### src/irn_pkg.sv
// Shared constants, types and digit-pattern functions for the Roman numeral converter.
package irn_pkg;

	localparam int ValueW   = 12;
	localparam int SymW     = 8;
	localparam int DigitW   = 4;
	localparam int NumRanks = 4;
	localparam int RankW    = 2;
	localparam int PosW     = 2;
	localparam int LenW     = 3;
	localparam int CountW   = 4;

	localparam logic [ValueW-1:0] MaxValue = ValueW'(3999);

	localparam logic [SymW-1:0] SymM    = 8'h4D;
	localparam logic [SymW-1:0] SymD    = 8'h44;
	localparam logic [SymW-1:0] SymC    = 8'h43;
	localparam logic [SymW-1:0] SymL    = 8'h4C;
	localparam logic [SymW-1:0] SymX    = 8'h58;
	localparam logic [SymW-1:0] SymV    = 8'h56;
	localparam logic [SymW-1:0] SymI    = 8'h49;
	localparam logic [SymW-1:0] SymNone = 8'h00;

	// rank 0 is thousands, rank 3 is units
	localparam logic [RankW-1:0] RankThousands = 2'd0;
	localparam logic [RankW-1:0] RankHundreds  = 2'd1;
	localparam logic [RankW-1:0] RankTens      = 2'd2;
	localparam logic [RankW-1:0] RankUnits     = 2'd3;

	typedef logic [NumRanks-1:0][DigitW-1:0] digits_t;

	typedef enum logic [1:0] {
		SLOT_ONE,
		SLOT_FIVE,
		SLOT_TEN
	} slot_t;

	typedef struct packed {
		logic            busy;
		digits_t         digits;
	} bcd_stat_t;

	typedef struct packed {
		logic            strobe;
		logic [SymW-1:0] symbol;
		logic            last;
	} emit_t;

	// number of characters a decimal digit expands to
	function automatic logic [LenW-1:0] digit_len(input logic [DigitW-1:0] d);
		logic [LenW-1:0] n;
		case (d)
			4'd0:    n = 3'd0;
			4'd1:    n = 3'd1;
			4'd2:    n = 3'd2;
			4'd3:    n = 3'd3;
			4'd4:    n = 3'd2;
			4'd5:    n = 3'd1;
			4'd6:    n = 3'd2;
			4'd7:    n = 3'd3;
			4'd8:    n = 3'd4;
			4'd9:    n = 3'd2;
			default: n = 3'd0;
		endcase
		return n;
	endfunction

	// which symbol of the rank sits at character position k of digit d
	function automatic slot_t slot_sel(input logic [DigitW-1:0] d,
			input logic [PosW-1:0] k);
		slot_t s;
		s = SLOT_ONE;
		if (d == 4'd9) begin
			s = (k == 2'd0) ? SLOT_ONE : SLOT_TEN;
		end else if (d == 4'd4) begin
			s = (k == 2'd0) ? SLOT_ONE : SLOT_FIVE;
		end else if (d >= 4'd5 && k == 2'd0) begin
			s = SLOT_FIVE;
		end
		return s;
	endfunction

	function automatic logic [SymW-1:0] rank_sym(input logic [RankW-1:0] r, input slot_t s);
		logic [SymW-1:0] c;
		c = SymM;
		case (r)
			RankThousands: c = SymM;
			RankHundreds: begin
				case (s)
					SLOT_ONE:  c = SymC;
					SLOT_FIVE: c = SymD;
					default:   c = SymM;
				endcase
			end
			RankTens: begin
				case (s)
					SLOT_ONE:  c = SymX;
					SLOT_FIVE: c = SymL;
					default:   c = SymC;
				endcase
			end
			default: begin
				case (s)
					SLOT_ONE:  c = SymI;
					SLOT_FIVE: c = SymV;
					default:   c = SymX;
				endcase
			end
		endcase
		return c;
	endfunction

endpackage

### src/irn_bcd.sv
// Bit-serial binary to BCD converter (shift and add-3), one input bit per cycle.
module irn_bcd (
	input  logic                        clk,
	input  logic                        arst_n,
	input  logic                        start,
	input  logic [irn_pkg::ValueW-1:0]  value,
	output irn_pkg::bcd_stat_t          stat
);

	localparam int BcdW = irn_pkg::NumRanks * irn_pkg::DigitW;

	logic [irn_pkg::ValueW-1:0] bin_q;
	logic [BcdW-1:0]            bcd_q;
	logic [irn_pkg::CountW-1:0] cnt_q;
	logic [BcdW-1:0]            adj;

	// add 3 to every nibble of 5 or more before the shift
	always_comb begin
		for (int i = 0; i < irn_pkg::NumRanks; i++) begin
			if (bcd_q[i*irn_pkg::DigitW +: irn_pkg::DigitW] >= 4'd5) begin
				adj[i*irn_pkg::DigitW +: irn_pkg::DigitW] =
					bcd_q[i*irn_pkg::DigitW +: irn_pkg::DigitW] + 4'd3;
			end else begin
				adj[i*irn_pkg::DigitW +: irn_pkg::DigitW] =
					bcd_q[i*irn_pkg::DigitW +: irn_pkg::DigitW];
			end
		end
	end

	always_ff @(posedge clk or negedge arst_n) begin
		if (!arst_n) begin
			cnt_q <= '0;
		end else if (start) begin
			cnt_q <= irn_pkg::CountW'(irn_pkg::ValueW);
		end else if (cnt_q != '0) begin
			cnt_q <= cnt_q - 1'b1;
		end
	end

	always_ff @(posedge clk) begin
		if (start) begin
			bin_q <= value;
			bcd_q <= '0;
		end else if (cnt_q != '0) begin
			bcd_q <= {adj[BcdW-2:0], bin_q[irn_pkg::ValueW-1]};
			bin_q <= {bin_q[irn_pkg::ValueW-2:0], 1'b0};
		end
	end

	// digits[0] is thousands
	assign stat.busy      = (cnt_q != '0);
	assign stat.digits[0] = bcd_q[15:12];
	assign stat.digits[1] = bcd_q[11:8];
	assign stat.digits[2] = bcd_q[7:4];
	assign stat.digits[3] = bcd_q[3:0];

endmodule

### src/irn_emit.sv
// Character sequencer: walks ranks and pattern positions, one numeral character per run cycle.
module irn_emit (
	input  logic                 clk,
	input  logic                 arst_n,
	input  logic                 load,
	input  logic                 run,
	input  irn_pkg::digits_t     digits,
	output irn_pkg::emit_t       emit
);

	logic [irn_pkg::RankW-1:0]  rank_q;
	logic [irn_pkg::PosW-1:0]   pos_q;
	logic [irn_pkg::DigitW-1:0] cur_d;
	logic [irn_pkg::LenW-1:0]   len;
	logic                       has_char;
	logic                       digit_end;
	logic [irn_pkg::NumRanks-1:0] tail_zero;

	// tail_zero[r]: every less significant rank (index above r) has digit zero
	always_comb begin
		tail_zero[irn_pkg::NumRanks-1] = 1'b1;
		for (int r = irn_pkg::NumRanks - 2; r >= 0; r--) begin
			tail_zero[r] = tail_zero[r+1] && (digits[r+1] == '0);
		end
	end

	always_comb begin
		cur_d     = digits[rank_q];
		len       = irn_pkg::digit_len(cur_d);
		has_char  = ({1'b0, pos_q} < len);
		digit_end = ({1'b0, pos_q} + 1'b1 == len);
		emit.strobe = run && has_char;
		emit.symbol = irn_pkg::rank_sym(rank_q, irn_pkg::slot_sel(cur_d, pos_q));
		emit.last   = digit_end && tail_zero[rank_q];
	end

	// an empty digit emits no character; the rank advances past it
	always_ff @(posedge clk or negedge arst_n) begin
		if (!arst_n) begin
			rank_q <= '0;
			pos_q  <= '0;
		end else if (load) begin
			rank_q <= '0;
			pos_q  <= '0;
		end else if (run) begin
			if (has_char && !digit_end) begin
				pos_q <= pos_q + 1'b1;
			end else begin
				rank_q <= rank_q + 1'b1;
				pos_q  <= '0;
			end
		end
	end

endmodule

### src/integer_to_roman_numeral.sv
// Top level: integer to Roman numeral converter, ASCII characters out one per strobe.
//
//  channel   ports                                  handshake
//  item in   value[11:0]                            start && !busy
//  result    symbol[7:0], last, out_of_range        strobe (one cycle, no stall)
//
// A valid item is accepted, shifted bit by bit through the BCD converter, handed over as
// digits, then emitted character by character; zero digits give no character.
// An item of 0 or above 3999 gives its single error result the cycle after
// acceptance and leaves busy low. Reset clears control and output registers, not BCD data.
// The receiver takes every result as it appears; busy is the only back pressure.
module integer_to_roman_numeral (
	input  logic                       clk,
	input  logic                       arst_n,
	input  logic                       start,
	output logic                       busy,
	input  logic [irn_pkg::ValueW-1:0] value,
	output logic                       strobe,
	output logic [irn_pkg::SymW-1:0]   symbol,
	output logic                       last,
	output logic                       out_of_range
);

	typedef enum logic [1:0] {
		ST_IDLE,
		ST_CONV,
		ST_EMIT
	} state_t;

	state_t                    state_q;
	logic                      strobe_q;
	logic [irn_pkg::SymW-1:0]  symbol_q;
	logic                      last_q;
	logic                      oor_q;

	logic                      accept;
	logic                      bad;
	logic                      bcd_start;
	logic                      run;
	irn_pkg::bcd_stat_t        bcd_stat;
	irn_pkg::emit_t            emit;

	assign accept    = start && (state_q == ST_IDLE);
	assign bad       = (value == '0) || (value > irn_pkg::MaxValue);
	assign bcd_start = accept && !bad;
	assign run       = (state_q == ST_EMIT);

	irn_bcd u_bcd (
		.clk    (clk),
		.arst_n (arst_n),
		.start  (bcd_start),
		.value  (value),
		.stat   (bcd_stat)
	);

	irn_emit u_emit (
		.clk    (clk),
		.arst_n (arst_n),
		.load   (bcd_start),
		.run    (run),
		.digits (bcd_stat.digits),
		.emit   (emit)
	);

	always_ff @(posedge clk or negedge arst_n) begin
		if (!arst_n) begin
			state_q  <= ST_IDLE;
			strobe_q <= 1'b0;
			symbol_q <= '0;
			last_q   <= 1'b0;
			oor_q    <= 1'b0;
		end else begin
			strobe_q <= 1'b0;
			case (state_q)
				ST_IDLE: begin
					if (accept) begin
						if (bad) begin
							strobe_q <= 1'b1;
							symbol_q <= irn_pkg::SymNone;
							last_q   <= 1'b1;
							oor_q    <= 1'b1;
						end else begin
							state_q <= ST_CONV;
						end
					end
				end
				ST_CONV: begin
					if (!bcd_stat.busy) begin
						state_q <= ST_EMIT;
					end
				end
				ST_EMIT: begin
					if (emit.strobe) begin
						strobe_q <= 1'b1;
						symbol_q <= emit.symbol;
						last_q   <= emit.last;
						oor_q    <= 1'b0;
						if (emit.last) begin
							state_q <= ST_IDLE;
						end
					end
				end
				default: state_q <= ST_IDLE;
			endcase
		end
	end

	assign busy         = (state_q != ST_IDLE);
	assign strobe       = strobe_q;
	assign symbol       = symbol_q;
	assign last         = last_q;
	assign out_of_range = oor_q;

endmodule
### config.mk
export PLATFORM = sky130hd
export DESIGN_NAME = integer_to_roman_numeral
export DESIGN_NICKNAME = d
export VERILOG_FILES = /design/src/irn_pkg.sv /design/src/irn_bcd.sv /design/src/irn_emit.sv /design/src/integer_to_roman_numeral.sv
export SDC_FILE = /design/constraint.sdc
export NUM_CORES = 1
export LEC_CHECK = 0
export BUFFER_PORTS_ARGS = -buffer_cell sky130_fd_sc_hd__buf_2
export CAP_MARGIN = 20
export CORE_MARGIN = 10
export CORE_UTILIZATION = 64
export DETAILED_ROUTE_END_ITERATION = 12
export PLACE_DENSITY = 0.92
export RECOVER_POWER = 100
export SLEW_MARGIN = 5
export SYNTH_ARGS = -nofsm -noshare
export SYNTH_HDL_FRONTEND = slang
export SYNTH_SLANG_ARGS = --single-unit
### constraint.sdc
create_clock -name clk -period 7.3 [get_ports clk]
set_input_delay 0.365 -clock clk [delete_from_list [all_inputs] [get_ports clk]]
set_output_delay 0.365 -clock clk [all_outputs]
set_load 0.02 [all_outputs]
==> flow_summary.yaml, run 1 <==
sta:
  fin_crit_ps: 3300
  slew_headroom_pct: -9.36
  finalCritPeriodShare_pct: 45.2
  setup_viol: 0
  fmax_mhz: 303
  rsz0062_at_grt: "no"
  worst_pin_slew_ps: 1640
  whs_ps: 356
  slew_violations: 37
  final.setup.tns_ps: 0
  finalHoldViolCount: 0
  fin_skew_ps: 6.89
setup_path:
  r2r_cells: 11
  endpoint_kind: "register"
  crit_type: "reg -> reg"
  cp_common_cell: "o21a_1"
  cp.arrival_ps: 3560
  cp_slowest_stage_delay_ps: 650
  reg2reg_slack_ps: 4000
  cp-start-kind: "register"
  crit_required_ps: 7560
  path_cells: "mux4_2 -> nand2b_1 -> nor2b_1 -> o21a_1 -> ha_1 -> a21oi_1 -> o21a_1 -> nor2b_1 -> inv_1 -> o211ai_1 -> o21a_1"
  r2r_start: "u_emit.rank_q[1]$_DFFE_PN0P_"
  critical-path-slowest-cell: "mux4_2"
  timing.rr.end: "last$_DFFE_PN0P_"
  cp_max_fo: 11
drt:
  wl_per_cell_um: 16.1
  ant_nets: 0
  dr.pass1.iters: 4
  routed-via-count: 2245
  drt_iter0_drc: 116
  drc_errors: 0
  wl_um: 6010
  vias_per_cell: 6.03
place:
  gp_congestion: 0.835
  dp.cells: 363
  placed_area_um2: 3000
  port-buffer-count: 24
  hpwl_um: 4440
pwr:
  power.share.switching_pct: 44.0
  switchingPower_w: 0.000637
  vdd_drop_max_mv: 0.234
  intPower_w: 0.000811
  power_w: 0.00145
  p_seq_share_pct: 35.8
  powerDensity_nw_per_um2: 475
  clkPwrFrac_pct: 11.0
  power_leakage_nw: 1.26
  pwr-share-comb_pct: 53.1
layout:
  multi_input_area_um2: 1540
  synthToLayoutAreaGrowth_pct: 6.98
  nets: 354
  final_layout_size_suffix_gt1_share_pct: 11.9
  fill_cells: 334
  seq_area_um2: 1160
  stdcell_area_um2: 3050
  diodes: 0
  fin_cells: 372
worst_hold_path:
  hold_path.class: "in -> reg"
  whs_endpoint: "u_bcd.bin_q[0]$_SDFFCE_PN0P_"
  holdPathStages: 2
  worstHoldStart: "value[0]"
clock_network:
  h-tree-depth: 2
  clkLatencyLatePin_ps: 310
  clk_pin_slew_worst_paths_ps: 90
  cts_buffers: 5
  root_buffer: "clkbuf_8"
  post_cts_buffers: 0
  cts_tree: "yes"
  clkSinkCount: 47
  cts_buffer_depth: 2
  post_cts_resized: 0
grt:
  grt_pass1_wl_um: 10000
  grt_max_degree: 37
  antenna_found_initial: 0
  grt-ovfl-total: 0
  gr-usage-all-layers_pct: 16.4
  grt_pass1_vias: 2196
job:
  cap_violations: 1
die:
  start_util_pct: 65.9
  coreArea_um2: 4320
  rows: 24
  die_area_um2: 7520
  ios: 27
  die-width_um: 86.7
  dieHeight_um: 86.7
synth:
  async_reset_ff_share_pct: 40.4
  synth_area_um2: 2850
  avgSynthCellArea_um2: 9.62
  netlist_instances: 296
  ys_seq_elements: 47
  seq_area_frac_synth_pct: 40.6
  ys.flop_type: "dfrtp_1"
  ys_warn_count: 0
  synth.distinct_cells: 51
  synth-edff-count: 12
status:
  status: "finished with violations"
  violations: "max-capacitance violations, max-slew violations"
[Yosys cell counts (5+ instances only)]
cell type | n | share of area, %
nand2_1 | 26 | 3.4
a21oi_1 | 24 | 4.2
nor2_1 | 23 | 3.0
inv_1 | 21 | 2.8
ha_1 | 20 | 8.8
dfrtp_1 | 19 | 17
dfxtp_1 | 16 | 11
o21ai_0 | 14 | 2.5
edfxtp_1 | 12 | 13
mux2_2 | 11 | 4.3
nand2b_1 | 9 | 2.0
nand3_1 | 8 | 1.4
clkbuf_1 | 7 | 0.92
nor3_1 | 6 | 1.1
nor2b_1 | 5 | 1.1
o211ai_1 | 5 | 1.3
xnor2_1 | 5 | 1.5
[state kept, by name, indices dropped and copies added (netlist names)]
name,flops
u_bcd.bcd_q,16
u_bcd.bin_q,12
strobe,1
last,1
u_emit.pos_q,2
u_emit.rank_q,2
out_of_range,1
u_bcd.cnt_q,4
state_q,2
symbol,6
[cells in the final DEF, fill, tap and decap left out, types with 3 or more instances in the layout]
cell	count
o21a_1	3
mux4_2	4
o211ai_1	5
dfxtp_1	16
xnor2_1	5
a211oi_1	4
mux2i_1	3
edfxtp_1	12
o21ai_1	4
nor2b_1	5
a21o_1	3
nand2b_1	9
o21ai_0	14
nand2_1	26
ha_1	20
a32o_1	4
a21oi_1	24
nor4_1	4
inv_1	21
or3_1	4
clkbuf_8	5
nand3_1	8
nor3b_1	4
mux2_2	10
clkbuf_1	13
nor3_1	5
nor2_1	23
dfrtp_1	19
buf_2	13
[what timing repair did]
| item | CTS | global route |
|---|---|---|
| hold buffers | 1 | 0 |
| endpoints found under the hold margin | 19 | 0 |
| setup endpoints to repair | 0 | 0 |
[worst max-delay path: cells and delay by family (launching register included)]
family	cells	cell delay [ps]
muxes	1	650
DFF	1	600
AOI/OAI and AO/OA	5	790
and+or+nand+nor	3	770
adders and majority gates	1	260
buffers and inverters	1	160
[stage by stage]
stage / util (%) / worst slack, ps
2_1_floorplan: - / 4530
3_3_place_gp: 69.5 / 4210
3_5_place_dp: 69.5 / 4050
4_1_cts: 71.8 / 4030
5_1_grt: 70.5 / 3770
6_report: 70.5 / 4000
[layer usage]
layer | vias to the layer above | share of wire, % | GRT usage [%]
met2 | 69 | 51 | 27.5
met3 | 10 | 5.3 | 4.69
li1 | 1098 | - | -
met1 | 1068 | 42 | 19.3
met4 | 0 | 1.7 | 5.89
met5 | - | 0 | 0
[worst max path at each step]
stage                                             from  slack, ps               endpoint  cells past startpoint
after floorplan           u_emit.rank_q[1]$_DFFE_PN0P_       4530  symbol[4]$_DFFE_PN0P_                     12
after global placement    u_emit.rank_q[1]$_DFFE_PN0P_       4210       last$_DFFE_PN0P_                     10
after detailed placement  u_emit.rank_q[1]$_DFFE_PN0P_       4050       last$_DFFE_PN0P_                     11
after CTS                 u_emit.rank_q[1]$_DFFE_PN0P_       4030       last$_DFFE_PN0P_                     11
after global routing      u_emit.rank_q[1]$_DFFE_PN0P_       3770       last$_DFFE_PN0P_                     11
final                     u_emit.rank_q[1]$_DFFE_PN0P_       4000       last$_DFFE_PN0P_                     11
[cell type report]
type	instances	area share, %
flip-flops and latches	47	37.9
inverters	21	2.59
clock buffers	5	2.26
well taps	52	2.13
multi-input cells	217	50.4
repair buffers	27	4.06
clock inverters	3	0.657
[power by group through the flow]
stage | logic (W) | registers (W) | clock network [W]
after detailed placement | 0.000798 | 0.000520 | 0
after global placement | 0.000758 | 0.000509 | 0
after global routing | 0.000862 | 0.000538 | 0.000173
after CTS | 0.000804 | 0.000515 | 0.000163
after floorplan | 0.000634 | 0.000501 | 0
final | 0.000770 | 0.000519 | 0.000160
[kinds of logic (layout without fill, tap and decap cells)]
logic type	Yosys count	after routing	synth area share [%]
other	1	2	0.132
and+or+nand+nor	99	99	18.2
xor gates and xnor gates	6	6	1.84
buffers and inverters	33	56	4.96
muxes	19	19	9.09
AOI/OAI and AO/OA	71	71	16.4
adders and majority gates	20	20	8.78
DFF	47	47	40.6
Power figures use the tool's default switching activity.
==> inputs of run 2 (changes only) <==
--- a/config.mk
+++ b/config.mk
@@ -5,12 +5,13 @@
 export SDC_FILE = /design/constraint.sdc
 export NUM_CORES = 1
 export LEC_CHECK = 0
+export ABC_AREA = 1
 export BUFFER_PORTS_ARGS = -buffer_cell sky130_fd_sc_hd__buf_2
 export CAP_MARGIN = 20
 export CORE_MARGIN = 10
-export CORE_UTILIZATION = 64
+export CORE_UTILIZATION = 60
 export DETAILED_ROUTE_END_ITERATION = 12
-export PLACE_DENSITY = 0.92
+export PLACE_DENSITY = 0.87
 export RECOVER_POWER = 100
 export SLEW_MARGIN = 5
 export SYNTH_ARGS = -nofsm -noshare
==> constraint.sdc (replaced) <==
create_clock -name clk -period 3.1 [get_ports clk]
set_input_delay 0.155 -clock clk [delete_from_list [all_inputs] [get_ports clk]]
set_output_delay 0.155 -clock clk [all_outputs]
set_load 0.02 [all_outputs]
==> run 2 against run 1 <==
Against the previous run: the flow now finishes without violations; combinational power rose to 2.7 times the previous value; synthesized area up 4.7%; clock power grew 130%; via count is 13% higher; critical endpoint is now u_emit.rank_q[1]$_DFFE_PN0P_; largest cell class unchanged; highest routed layer unchanged.
==> flow_summary.yaml, run 2 <==
sta:
  finalCritPeriodShare_pct: 87.0
  final.setup.tns_ps: 0
  fmax_mhz: 371
  slew_violations: 0
  whs_ps: 123
  setup_viol: 0
  finalHoldViolCount: 0
  fin_crit_ps: 2700
  fin_skew_ps: 7.50
  setup_ws_ps: 402
  worst_pin_slew_ps: 1100
  slew_headroom_pct: 26.7
  rsz0062_at_grt: "no"
layout:
  final_util_pct: 67.0
  diodes: 0
  stdcell_area_um2: 3200
  regMostFlops: "u_bcd.bcd_q"
  final_layout_size_suffix_gt1_share_pct: 11.9
  layout_common_cells: "nand2_1 (119), inv_1 (48), nand3_1 (28)"
  largest_register_ffs: 16
  fill_cells: 410
  nets: 455
  synthToLayoutAreaGrowth_pct: 7.38
  final_common_cell: "nand2_1"
place:
  dpl_worst_slack_ps: 549
  hpwl_um: 4720
  port-buffer-count: 24
  gp_congestion: 0.942
  placed_area_um2: 3130
synth:
  synth_top_cell_area_share_pct: 15.9
  ys_warn_count: 0
  yosysMostFrequentCell: "nand2_1"
  async_reset_ff_share_pct: 40.4
  synth_common_cells: "nand2_1 (117), inv_1 (48), nand3_1 (28)"
  synth_top_cells_by_area: "dfrtp_1 (16%), nand2_1 (15%), edfxtp_1 (12%)"
  synth_area_um2: 2980
  synth.distinct_cells: 40
  seq_area_frac_synth_pct: 38.7
  ys_seq_elements: 47
  synth_top_area_cell: "dfrtp_1"
  ys.flop_type: "dfrtp_1"
  synth-edff-count: 12
  avgSynthCellArea_um2: 7.52
  netlist_instances: 397
die:
  die_area_um2: 8190
  rows: 25
  coreArea_um2: 4790
  die-width_um: 90.5
  ios: 27
  start_util_pct: 62.4
  dieHeight_um: 90.5
clock_network:
  cts_tree: "yes"
  h-tree-depth: 2
  root_buffer: "clkbuf_8"
  post_cts_buffers: 0
  cts_buffers: 5
  cts_hold_buf: 1
  cts_buffer_depth: 2
  clkSinkCount: 47
  clk_pin_slew_worst_paths_ps: 90
  post_cts_resized: 0
  clkLatencyLatePin_ps: 310
pwr:
  clkPwrFrac_pct: 10.4
  power.share.switching_pct: 49.5
  power_leakage_nw: 1.62
  intPower_w: 0.00182
  switchingPower_w: 0.00179
  pwr-share-comb_pct: 56.9
  p_seq_share_pct: 32.7
  powerDensity_nw_per_um2: 1130
  vdd_drop_max_mv: 0.446
grt:
  antenna_found_initial: 0
  grt-ovfl-total: 0
  gr-usage-all-layers_pct: 16.2
  grt_max_degree: 29
  grt_pass1_vias: 2456
  grt_pass1_wl_um: 11300
setup_path:
  crit_required_ps: 3300
  cp-start-kind: "register"
  cp_max_fo: 14
  cp.arrival_ps: 2900
  endpoint_kind: "register"
  crit_type: "reg -> reg"
drt:
  dr.pass1.iters: 4
  ant_nets: 0
  routed-via-count: 2542
  vias_per_cell: 5.21
  wl_per_cell_um: 12.9
  drt_iter0_drc: 202
  wl_um: 6290
  drc_errors: 0
status:
  status: "completed"
worst_hold_path:
  hold_path.class: "in -> reg"
job:
  cap_violations: 0
-- run 2: power groups by stage --
stage	combinational (W)	sequential [W]	clock, W
final	0.00205	0.00118	0.000375
after global routing	0.00236	0.00123	0.000411
after CTS	0.00211	0.00118	0.000386
after detailed placement	0.00210	0.00119	0
after global placement	0.00201	0.00118	0
after floorplan	0.00166	0.00118	0
-- run 2: metrics by stage --
step,instances,total power [W]
finish,488,0.00361
global route,488,0.00400
CTS,488,0.00368
detailed placement,479,0.00329
global placement,479,0.00319
floorplan,398,0.00285
-- run 2: path summary, 6_finish.rpt --
check,from,to,cells past startpoint,slack [ps]
hold reg to reg,symbol[2]$_DFFE_PN0P_,symbol[2]$_DFFE_PN0P_,2,490
max in group asynchronous,arst_n,u_emit.rank_q[0]$_DFFE_PN0P_,2,1940
setup reg to reg,u_emit.rank_q[0]$_DFFE_PN0P_,u_emit.rank_q[1]$_DFFE_PN0P_,15,400
setup / recovery,u_emit.rank_q[0]$_DFFE_PN0P_,u_emit.rank_q[1]$_DFFE_PN0P_,15,400
min in group asynchronous,arst_n,symbol[2]$_DFFE_PN0P_,2,530
hold / removal,value[4],u_bcd.bin_q[4]$_DFFE_PP_,3,120
-- run 2: kinds of logic after synthesis --
kind of cell             share of synthesized area, %
flip-flops                                       38.7
buffers and inverters                            9.18
XOR/XNOR                                         1.76
AND/OR/NAND/NOR                                  31.2
AO/OA/AOI/OAI                                    10.6
adder cells (fa/ha/maj)                          8.39
other                                           0.126
-- run 2: final cells by class --
class	count	area (um2)	area share, %
Multi-Input combinational cell	286	1550	48.4
Inverter	53	201	6.29
Clock inverter	3	20.0	0.625
Tap cell	67	83.8	2.62
Timing Repair Buffer	27	124	3.87
Sequential cell	47	1160	36.1
Clock buffer	5	68.8	2.15
-- run 2: worst max-delay path: stages, from the launching register on --
cell,delay (ps)
dfrtp_1,600
inv_2,200
nand2_1,100
nand3_1,60
nand2_1,160
nand3_1,140
nand2_2,120
nand2_2,70
ha_1,270
a21oi_1,70
nor2_1,310
nor2_1,90
nand2_1,180
nand2_2,70
nand2_1,70
nand2_1,60
-- run 2: layer usage --
layer | up-vias | wire length [um] | GRT usage [%]
met1 | 1156 | 2870 | 20.1
met3 | 10 | 314 | 3.41
met2 | 57 | 2980 | 26.6
met5 | - | 0 | 0
li1 | 1319 | - | -
met4 | 0 | 117 | 6.23
